==> config.mk <==
export PLATFORM = sky130hd
export DESIGN_NAME = lpht_ctrl
export DESIGN_NICKNAME = d
export VERILOG_FILES = /design/src/hdl/linear_probe_hash_table_core_macros.svh /design/src/hdl/lpht_pkg.sv /design/src/hdl/lpht_ctrl.sv
export SDC_FILE = /design/constraint.sdc
export NUM_CORES = 1
export LEC_CHECK = 0
export BUFFER_PORTS_ARGS = -buffer_cell sky130_fd_sc_hd__buf_2
export CORE_AREA = 2 2 39 41
export DETAILED_ROUTE_END_ITERATION = 10
export DIE_AREA = 0 0 41 43
export GPL_TIMING_DRIVEN = 0
export PLACE_DENSITY = 0.66
export SYNTH_ARGS = -nofsm -noshare
export SYNTH_HDL_FRONTEND = slang
export SYNTH_SLANG_ARGS = --single-unit
export TNS_END_PERCENT = 5
==> constraint.sdc <==
create_clock -name clock -period 4.3 [get_ports clock]
set_clock_uncertainty 0.1 [all_clocks]
set_input_delay 0.86 -clock clock [delete_from_list [all_inputs] [get_ports clock]]
set_output_delay 0.86 -clock clock [all_outputs]
set_load 0.02 [all_outputs]
==> src/hdl/linear_probe_hash_table_core_macros.svh <==
// assertion macros for the hash table core
`ifndef LINEAR_PROBE_HASH_TABLE_CORE_MACROS_SVH
`define LINEAR_PROBE_HASH_TABLE_CORE_MACROS_SVH

// same-cycle implication, sampled on clock, off during reset
`define LPHT_ASSERT_NOW(label, ante, cons) \
   label: assert property (@(posedge clock) disable iff (reset) (ante) |-> (cons)) \
      else $error("lpht assertion failed");

// next-cycle implication, sampled on clock, off during reset
`define LPHT_ASSERT_NEXT(label, ante, cons) \
   label: assert property (@(posedge clock) disable iff (reset) (ante) |=> (cons)) \
      else $error("lpht assertion failed");

`endif

==> src/hdl/lpht_pkg.sv <==
`default_nettype none

package lpht_pkg;

   localparam int TABLE_DEPTH_DEF = 256;
   localparam int KEY_WIDTH_DEF   = 32;
   localparam int VALUE_WIDTH_DEF = 32;
   localparam int CAP_WIDTH       = 9;
   localparam int CAP_RESET       = 256;
   localparam int MOD_RADIX_BITS  = 4;
   localparam int ACTION_WIDTH    = 2;
   localparam int STATUS_WIDTH    = 3;

   typedef enum logic [ACTION_WIDTH-1:0] {
      ACT_INSERT = 2'd0,
      ACT_LOOKUP = 2'd1,
      ACT_CLEAR  = 2'd2
   } action_type;

   typedef enum logic [STATUS_WIDTH-1:0] {
      ST_INSERTED  = 3'd0,
      ST_DUPLICATE = 3'd1,
      ST_FULL      = 3'd2,
      ST_FOUND     = 3'd3,
      ST_NOT_FOUND = 3'd4,
      ST_CLEARED   = 3'd5
   } status_type;

   typedef struct packed {
      logic       load;
      logic       mod_step;
      logic       probe_start;
      logic       probe_next;
      logic       write_entry;
      logic       clr_start;
      logic       clr_full;
      logic       clr_step;
      logic       rsp_valid;
      status_type rsp_status;
   } cmd_type;

   typedef struct packed {
      logic req_clear;
      logic is_insert;
      logic mod_done;
      logic entry_valid;
      logic key_match;
      logic probe_last;
      logic clr_last;
   } sts_type;

endpackage

`default_nettype wire

==> src/hdl/lpht_ctrl.sv <==
`default_nettype none

module lpht_ctrl (
   input  wire logic              clock,
   input  wire logic              reset,
   input  wire logic              start,
   input  wire logic              csr_we,
   input  wire lpht_pkg::sts_type sts,
   output lpht_pkg::cmd_type      cmd,
   output logic                   busy
);

   typedef enum logic [4:0] {
      S_IDLE  = 5'b00001,
      S_CLEAR = 5'b00010,
      S_MOD   = 5'b00100,
      S_PROBE = 5'b01000,
      S_CHECK = 5'b10000
   } state_type;

   state_type state_ff, state_in;
   logic      clr_rsp_ff, clr_rsp_in;

   always_comb begin
      cmd        = '0;
      state_in   = state_ff;
      clr_rsp_in = clr_rsp_ff;
      unique case (state_ff)
         S_IDLE: begin
            if (start) begin
               cmd.load = 1'b1;
               if (sts.req_clear) begin
                  cmd.clr_start = 1'b1;
                  clr_rsp_in    = 1'b1;
                  state_in      = S_CLEAR;
               end else begin
                  state_in = S_MOD;
               end
            end
         end
         S_CLEAR: begin
            cmd.clr_step = 1'b1;
            if (sts.clr_last) begin
               cmd.rsp_valid  = clr_rsp_ff;
               cmd.rsp_status = lpht_pkg::ST_CLEARED;
               state_in       = S_IDLE;
            end
         end
         S_MOD: begin
            cmd.mod_step = 1'b1;
            if (sts.mod_done) begin
               state_in = S_PROBE;
            end
         end
         S_PROBE: begin
            cmd.probe_start = 1'b1;
            state_in        = S_CHECK;
         end
         S_CHECK: begin
            priority if (!sts.entry_valid) begin
               cmd.rsp_valid = 1'b1;
               state_in      = S_IDLE;
               if (sts.is_insert) begin
                  cmd.write_entry = 1'b1;
                  cmd.rsp_status  = lpht_pkg::ST_INSERTED;
               end else begin
                  cmd.rsp_status = lpht_pkg::ST_NOT_FOUND;
               end
            end else if (sts.key_match) begin
               cmd.rsp_valid  = 1'b1;
               state_in       = S_IDLE;
               cmd.rsp_status = sts.is_insert ? lpht_pkg::ST_DUPLICATE : lpht_pkg::ST_FOUND;
            end else if (sts.probe_last) begin
               cmd.rsp_valid  = 1'b1;
               state_in       = S_IDLE;
               cmd.rsp_status = sts.is_insert ? lpht_pkg::ST_FULL : lpht_pkg::ST_NOT_FOUND;
            end else begin
               cmd.probe_next = 1'b1;
            end
         end
         default: begin
            state_in = S_IDLE;
         end
      endcase
      // capacity write empties the whole table
      if (csr_we) begin
         cmd           = '0;
         cmd.clr_start = 1'b1;
         cmd.clr_full  = 1'b1;
         clr_rsp_in    = 1'b0;
         state_in      = S_CLEAR;
      end
   end

   always_ff @(posedge clock) begin
      if (reset) begin
         state_ff   <= S_CLEAR;
         clr_rsp_ff <= 1'b0;
      end else begin
         state_ff   <= state_in;
         clr_rsp_ff <= clr_rsp_in;
      end
   end

   assign busy = (state_ff != S_IDLE);

endmodule

`default_nettype wire

======== Word-level counts from Yosys, hierarchy flattened ========
Index checks and enable logic that the tools add are counted.
storage, ports and cells
  word-level logic and storage cells ...... 46
  memories kept ........................... 0
  bits in read-only memories .............. 0
  memory bits (writable) .................. 0
  register bits ........................... 6
  output and inout bits ................... 13
  bits in latches ......................... 0
cells by class
  add/sub/neg operators ................... 0
  $mul .................................... 0
  order comparisons ....................... 0
  muxes and demuxes ....................... 31
  bitwise logic cells ..................... 0
  reduce and logical (&&, ||, !) cells .... 3
  shift-type cells ........................ 0
  divide/modulo/power cells ............... 0
  equality and inequality tests ........... 10
operator list
  operator                                                         count
  5-bit 2-to-1 mux                                                 6
  5-bit one-hot mux with 5 select lines                            1
  4-bit 2-to-1 mux                                                 4
  1-bit 2-to-1 mux                                                 13
  12-bit 2-to-1 mux                                                1
  3-bit 2-to-1 mux                                                 3
  4-bit one-hot mux with 2 select lines                            1
  2-bit != test, second input constant                             3
  5-bit by 1-bit == test with 1-bit output, second input constant  1
  5-bit by 2-bit == test with 1-bit output, second input constant  1
  5-bit by 3-bit == test with 1-bit output, second input constant  1
  5-bit by 4-bit == test with 1-bit output, second input constant  1
  5-bit == test, second input constant                             1
  5-bit by 1-bit != test with 1-bit output, second input constant  1
  2-bit 2-to-1 mux                                                 2
  4-bit != test, second input constant                             1
  4-bit AND reduction                                              1
  3-bit AND reduction                                              1
  2-bit OR reduction                                               1

======== Longest topological paths before layout ========
Gate-level depths: netlist (run 1).
  word-level depth ........................ 6
  mapped depth ............................ 4
  gate-level depth less buffers ........... 4

======== Worst setup path before layout (run 1) ========
Ideal clock, no wire load.
  kind .................................... input to output
  start point ............................. in csr_we
  end point ............................... out cmd[7] in the netlist's numbering
  buffers on the path ..................... 1
  required time ........................... 3.340 ns
  stages on the path ...................... 2
  slack ................................... 1.504 ns
  arrival ................................. 1.836 ns
  path through ............................ clkbuf_1 > nor4b_1
RTL lines
  what             RTL line        text
  start, declared  lpht_ctrl.sv:7  input wire logic csr_we,
  end, declared    lpht_ctrl.sv:9  output lpht_pkg::cmd_type cmd,

==> results of run 1 <==
-- metrics by stage --
| step | utilization | cell area (um^2) | power, mW |
|---|---|---|---|
| 2_1_floorplan | - | 447 | 0.0783 |
| 3_3_place_gp | 0.420 | 582 | 0.0900 |
| 3_5_place_dp | 0.420 | 582 | 0.0911 |
| 4_1_cts | 0.437 | 604 | 0.144 |
| 5_1_grt | 0.437 | 604 | 0.151 |
| 6_report | 0.437 | 604 | 0.142 |
-- cell type report --
cell class,count,share of cell area
multi-input cells,44,0.503
flip-flops and latches,6,0.199
repair buffers,23,0.190
clock buffers,3,0.0373
well taps,16,0.0331
plain buffers,2,0.0186
inverters,3,0.0186
-- power groups by stage --
stage          sequential [mW]  combinational, mW  clock [mW]
2_1_floorplan           0.0597             0.0186           0
3_3_place_gp            0.0600             0.0301           0
3_5_place_dp            0.0602             0.0309           0
4_1_cts                 0.0591             0.0311      0.0536
5_1_grt                 0.0592             0.0334      0.0587
6_report                0.0591             0.0310      0.0518
-- metal layers --
metal	wire, um	vias to the layer above
li1	-	258
met1	483	234
met2	582	21
met3	71	4
met4	20	0
met5	0	-
-- registers in the layout, summed over array words and instances (netlist names) --
register and cells:
state_ff 5, clr_rsp_ff 1
-- worst reg2reg max path, stage by stage, from the launching register on --
cell and delay [ns]:
sky130_fd_sc_hd__dfxtp_1 0.37, sky130_fd_sc_hd__nor4_4 0.34, sky130_fd_sc_hd__nand2_2 0.15, sky130_fd_sc_hd__o221ai_2 0.23, sky130_fd_sc_hd__o32ai_1 0.12
-- placed cells by master, fill, tap and decap left out, drive strengths merged --
master   n
clkbuf   4
a32oi    1
a21oi    4
mux2i    1
and3b    2
o221ai   1
o32ai    1
nor2     6
nor4     1
a31oi    1
dfxtp    6
nand2b   2
or2      1
nand4    1
nor2b    1
nand3    2
nor4b    1
o21a     1
inv      3
nand2    6
nor3     5
or3      1
nand3b   3
nor3b    1
buf     24
o31ai    1
-- cell families after synthesis --
group / Yosys count
AND/OR/NAND/NOR: 33
buffers and inverters: 5
AO/OA/AOI/OAI: 10
flip-flops: 6
multiplexers: 1
-- final timing paths --
check                                 from                        to  slack (ns)  depth (start not counted)
setup / recovery                    csr_we                    cmd[7]        1.61                          4
hold / removal     clr_rsp_ff$_SDFFE_PP0P_   clr_rsp_ff$_SDFFE_PP0P_        0.35                          2
setup reg to reg  state_ff[1]$_SDFFE_PP1P_  state_ff[0]$_SDFFE_PP0P_        2.86                          4
hold reg to reg    clr_rsp_ff$_SDFFE_PP0P_   clr_rsp_ff$_SDFFE_PP0P_        0.35                          2
==> results.json, run 1 <==
{
  "run_status": "finished clean",
  "cp_cell_sequence": "buf_2, clkbuf_1, nor4b_1, buf_2",
  "synth.area.mux_share": 0.0224,
  "globalplace.congestion": 0.818,
  "hpwl_um": 935,
  "clock_slew_seen_by_the_registers_of_the_worst_setup_and_hold_paths_ns": 0.04,
  "path_delay_family": "buffers and inverters",
  "path_class": "in2out",
  "clock_share_of_power": 0.365,
  "final_number_of_max_transition_violations": 0,
  "worst_hold_slack_ns": 0.350,
  "synth.ff_latch_count": 6,
  "cp_num_buf_inv": 3,
  "mapped_cells": 55,
  "clock-sinks": 6,
  "ctsRootBufferMaster": "sky130_fd_sc_hd__clkbuf_4",
  "floorplan.initialDensity": 0.323,
  "switching_share": 0.283,
  "combinationalPowerShare": 0.219,
  "grt_first_pass_wirelength_um": 1550,
  "rsz0062_at_grt": "false",
  "power_density_nw_per_um2": 235,
  "number_of_global_route_vias_before_repair": 413,
  "worst-endpoint-required_ns": 3.34,
  "avgViaCountPerCell": 5.33,
  "synth.area.top_cells": "sky130_fd_sc_hd__dfxtp_1 27%, sky130_fd_sc_hd__nor2_1 5.0%, sky130_fd_sc_hd__nor4_4 4.8%",
  "yosys.area_share.xor_xnor": 0,
  "cts_made_buffers": 3,
  "async_reset_ff_frac": 0,
  "floorplan.die_area_um2": 1760,
  "tritoncts": "built",
  "postCtsSetupRepairBufs": 0,
  "wirelength_um": 1160,
  "synth_seq_area_share": 0.269,
  "routedWlPerCell_um": 11.9,
  "row_count": 14,
  "grt_antenna_before_repair": 0,
  "met2_usage": 0.222,
  "syn-num-nets": 66,
  "crit_arrival_ns": 1.73,
  "post_synthesis_adder_cell_area_fraction": 0,
  "critical_path.slowest_cell": "sky130_fd_sc_hd__nor4b_1",
  "crit_path_end_kind": "output pin",
  "port_buffers": 23,
  "synth_simple_gate_area_frac": 0.479,
  "grt.met1_usage": 0.129,
  "ys_warn_count": 0,
  "setup_tns_ns": 0,
  "leakage_power_total_nw": 0.276,
  "synthesized_area_fraction_occupied_by_ao_oa_aoi_and_oai_cells": 0.179,
  "grt.busiest_layer": "met2",
  "worst_path_largest_cell_delay_ns": 0.32,
  "post_route_cells_drive_above_1_share": 0.444,
  "syn_to_final_growth_pct": 35.3,
  "multi_input_comb_area_um2": 304,
  "synth_common_cells": "6 x sky130_fd_sc_hd__dfxtp_1, 6 x sky130_fd_sc_hd__nor2_1, 5 x sky130_fd_sc_hd__nand2_1",
  "finalWorstPathRequiredPeriod_ns": 2.69,
  "postSynth.topFlopCell": "sky130_fd_sc_hd__dfxtp_1",
  "yosysUniqueCellTypes": 29,
  "synth_edf_count": 0,
  "synth.cell_area_um2": 447,
  "layout.nets": 94,
  "seq_area_um2": 120,
  "track_usage": 0.130,
  "timing.slew.headroom": 0.716,
  "main_combinational_cell_family_by_area_after_synthesis": "simple AND/OR/NAND/NOR gates",
  "final.fill_count": 139,
  "detail_route.iter0.violations": 10,
  "post_cts_resized": 0,
  "finalSetupViolCount": 0,
  "switchingPower_mw": 0.0402,
  "first_pass_iters": 4,
  "dieWidth_um": 41,
  "post-synth-top-area-fraction": 0.269,
  "layout.cells.non_filler": 97,
  "drv_cap": 0,
  "clockBufferDepth": 2,
  "maxClockFrequency_mhz": 372,
  "synth_area_leader_cell": "sky130_fd_sc_hd__dfxtp_1",
  "timing.critical_path.mode_cell": "sky130_fd_sc_hd__buf_2",
  "seqPwrFrac": 0.416,
  "crit_path_start_kind": "input pin",
  "post_synth.cell_area_avg_um2": 8.12,
  "clock_tree.htree_level_count": 1,
  "internal_power_mw": 0.102,
  "standard_cell_core_area_um2": 1380,
  "final_antenna_net_count": 0,
  "worst_hold_path_type": "reg2reg",
  "vias": 517,
  "timing_hold_violations_final": 0,
  "pre_cts_slack_ns": 1.62,
  "worstSkewPairLatency_ns": 0.25,
  "num_antenna_cells": 0,
  "power.ir.vdd_worst_mv": 0.0955,
  "fin_ws_ns": 1.61,
  "die_height_um": 43,
  "use_met3": 0.0314,
  "ctsHoldBuffers": 0,
  "post-place-cells": 94,
  "drc": 0,
  "floorplan.io_pins": 24,
  "layout_worst_path_cycle_share": 0.625,
  "largest_net_degree_at_the_start_of_global_routing": 11,
  "grt_overflow": 0,
  "worst_slew_pin_slew_ns": 0.427,
  "crit_path_max_fanout": 10
}
(Power assumes the default switching activity.)
==> inputs of run 2 (changes only) <==
--- a/config.mk
+++ b/config.mk
@@ -10,7 +10,7 @@
 export DETAILED_ROUTE_END_ITERATION = 10
 export DIE_AREA = 0 0 41 43
 export GPL_TIMING_DRIVEN = 0
-export PLACE_DENSITY = 0.66
+export PLACE_DENSITY = 0.68
 export SYNTH_ARGS = -nofsm -noshare
 export SYNTH_HDL_FRONTEND = slang
 export SYNTH_SLANG_ARGS = --single-unit
==> constraint.sdc (replaced) <==
create_clock -name clock -period 2.2 [get_ports clock]
set_clock_uncertainty 0.1 [all_clocks]
set_input_delay 0.44 -clock clock [delete_from_list [all_inputs] [get_ports clock]]
set_output_delay 0.44 -clock clock [all_outputs]
set_load 0.02 [all_outputs]
==> run 2 against run 1 <==
Effect of this change:
- first-iteration DRC count down 80%
- global-route usage increased by 0.31 points
- core utilization is 0.90 points higher
- count of clock-buffer cells in the layout is the same
- register-to-register slack lost 2.1 ns
- critical path type is now reg2out
==> results.json, run 2 (synthesized netlist as in run 1, its figures left out) <==
{
  "detail_route.iter0.violations": 2,
  "run_status": "finished clean",
  "port_buffers": 23,
  "drc": 0,
  "grt_first_pass_wirelength_um": 1620,
  "die_height_um": 43,
  "vias": 508,
  "grt_overflow": 0,
  "layout.cells.most_common_list": "23 x sky130_fd_sc_hd__buf_2, 6 x sky130_fd_sc_hd__nor2_1, 6 x sky130_fd_sc_hd__dfxtp_1, 5 x sky130_fd_sc_hd__nand2_1, 4 x sky130_fd_sc_hd__a21oi_1",
  "largest_register_ff_count": 5,
  "ctsHoldBuffers": 0,
  "finalSetupViolCount": 0,
  "dieWidth_um": 41,
  "clock_tree.htree_level_count": 1,
  "standard_cell_core_area_um2": 1380,
  "timing.slew.headroom": 0.696,
  "worstSkewPairLatency_ns": 0.25,
  "largest_net_degree_at_the_start_of_global_routing": 11,
  "worst_hold_path_type": "in2reg",
  "first_pass_iters": 4,
  "setup.worst_path.start": "state_ff[2]$_SDFFE_PP0P_",
  "timing_hold_violations_final": 0,
  "max_flop_register": "state_ff",
  "number_of_global_route_vias_before_repair": 435,
  "crit_arrival_ns": 1.53,
  "leading_registers_by_flop_count": "state_ff: 5 flops, clr_rsp_ff: 1 flops",
  "globalplace.congestion": 0.753,
  "crit_path_max_fanout": 5,
  "floorplan.die_area_um2": 1760,
  "maxClockFrequency_mhz": 484,
  "layout.cells.non_filler": 97,
  "multi_input_comb_area_um2": 317,
  "final_antenna_net_count": 0,
  "routedWlPerCell_um": 11.5,
  "layout_worst_path_cycle_share": 0.940,
  "drv_cap": 0,
  "num_antenna_cells": 0,
  "launch_point_of_the_worst_hold_path": "sts[6]",
  "finalWorstPathRequiredPeriod_ns": 2.07,
  "clock_slew_seen_by_the_registers_of_the_worst_setup_and_hold_paths_ns": 0.05,
  "rr_startpoint": "state_ff[1]$_SDFFE_PP1P_",
  "hpwl_um": 909,
  "wirelength_um": 1120,
  "post-place-cells": 94,
  "worst-endpoint-required_ns": 1.66,
  "syn_to_final_growth_pct": 38.1,
  "power_density_nw_per_um2": 450,
  "ctsRootBufferMaster": "sky130_fd_sc_hd__clkbuf_4",
  "path_class": "reg2out",
  "tritoncts": "built",
  "final.fill_count": 147,
  "seq_area_um2": 120,
  "cts_made_buffers": 3,
  "power.ir.vdd_worst_mv": 0.207,
  "floorplan.io_pins": 24,
  "post_route_cells_drive_above_1_share": 0.457,
  "floorplan.initialDensity": 0.323,
  "worst_slew_pin_slew_ns": 0.456,
  "crit_path_start_kind": "flip-flop",
  "clockBufferDepth": 2,
  "track_usage": 0.133,
  "mostFrequentLayoutCell": "sky130_fd_sc_hd__buf_2",
  "crit_path_end_kind": "output pin",
  "row_count": 14,
  "layout.nets": 94,
  "setup_tns_ns": 0,
  "avgViaCountPerCell": 5.24,
  "leakage_power_total_nw": 0.280,
  "grt_antenna_before_repair": 0,
  "final_number_of_max_transition_violations": 0,
  "clock-sinks": 6,
  "rsz0062_at_grt": "false"
}
-- run 2: changes by cell type in the layout (fill, tap and decap cells not counted) --
cell / change
sky130_fd_sc_hd__nor3_4: +1
sky130_fd_sc_hd__nor3_2: -1
sky130_fd_sc_hd__nor4b_1: -1
sky130_fd_sc_hd__nor4b_2: +1
-- run 2: path summary, 6_finish.rpt --
path / end / slack [ns] / cells past startpoint
worst min-delay path: state_ff[2]$_SDFFE_PP0P_ / 0.29 / 2
worst max register to register: state_ff[0]$_SDFFE_PP0P_ / 0.78 / 4
worst min register to register: clr_rsp_ff$_SDFFE_PP0P_ / 0.35 / 2
worst max-delay path: cmd[7] / 0.13 / 4
-- run 2: where the power goes --
group          total (mW)  internal, mW  switching [mW]
clock network       0.101        0.0617          0.0390
logic              0.0610        0.0262          0.0348
registers           0.116         0.111         0.00441
-- run 2: layout make-up --
type	instances	share of cell area
repair buffers	23	0.187
well taps	16	0.0325
flip-flops and latches	6	0.195
inverters	3	0.0183
clock buffers	3	0.0365
multi-input cells	44	0.513
plain buffers	2	0.0183
-- run 2: stage by stage --
step                      total power, mW  utilization  cell area, um^2  hold WS [ns]  setup WS (ns)
after floorplan                     0.153            -              447         0.326          0.104
after detailed placement            0.178        0.420              582         0.343          0.256
final                               0.277        0.446              617         0.292          0.133
after CTS                           0.281        0.441              611         0.289         0.0301
after global placement              0.176        0.420              582         0.338          0.346
after global routing                0.291        0.446              617         0.296         0.0129
-- run 2: worst max-delay path, stage by stage (launching register included) --
cell and delay, ns:
sky130_fd_sc_hd__dfxtp_1 0.37, sky130_fd_sc_hd__nor3_4 0.27, sky130_fd_sc_hd__nand3b_2 0.17, sky130_fd_sc_hd__nor4b_2 0.28, sky130_fd_sc_hd__buf_2 0.20
-- run 2: per-layer routing --
| layer | vias to the layer above | wire length (um) | track usage |
|---|---|---|---|
| met5 | - | 0 | 0 |
| li1 | 260 | - | - |
| met2 | 15 | 591 | 0.241 |
| met1 | 233 | 470 | 0.139 |
| met3 | 0 | 55 | 0.0157 |
| met4 | 0 | 0 | 0.0600 |
-- run 2: timing repair --
action / CTS / global route
cloned: 0 / 0
setup buffers: 0 / 0
setup endpoints to repair: 1 / 1
resized for setup: 1 / 1
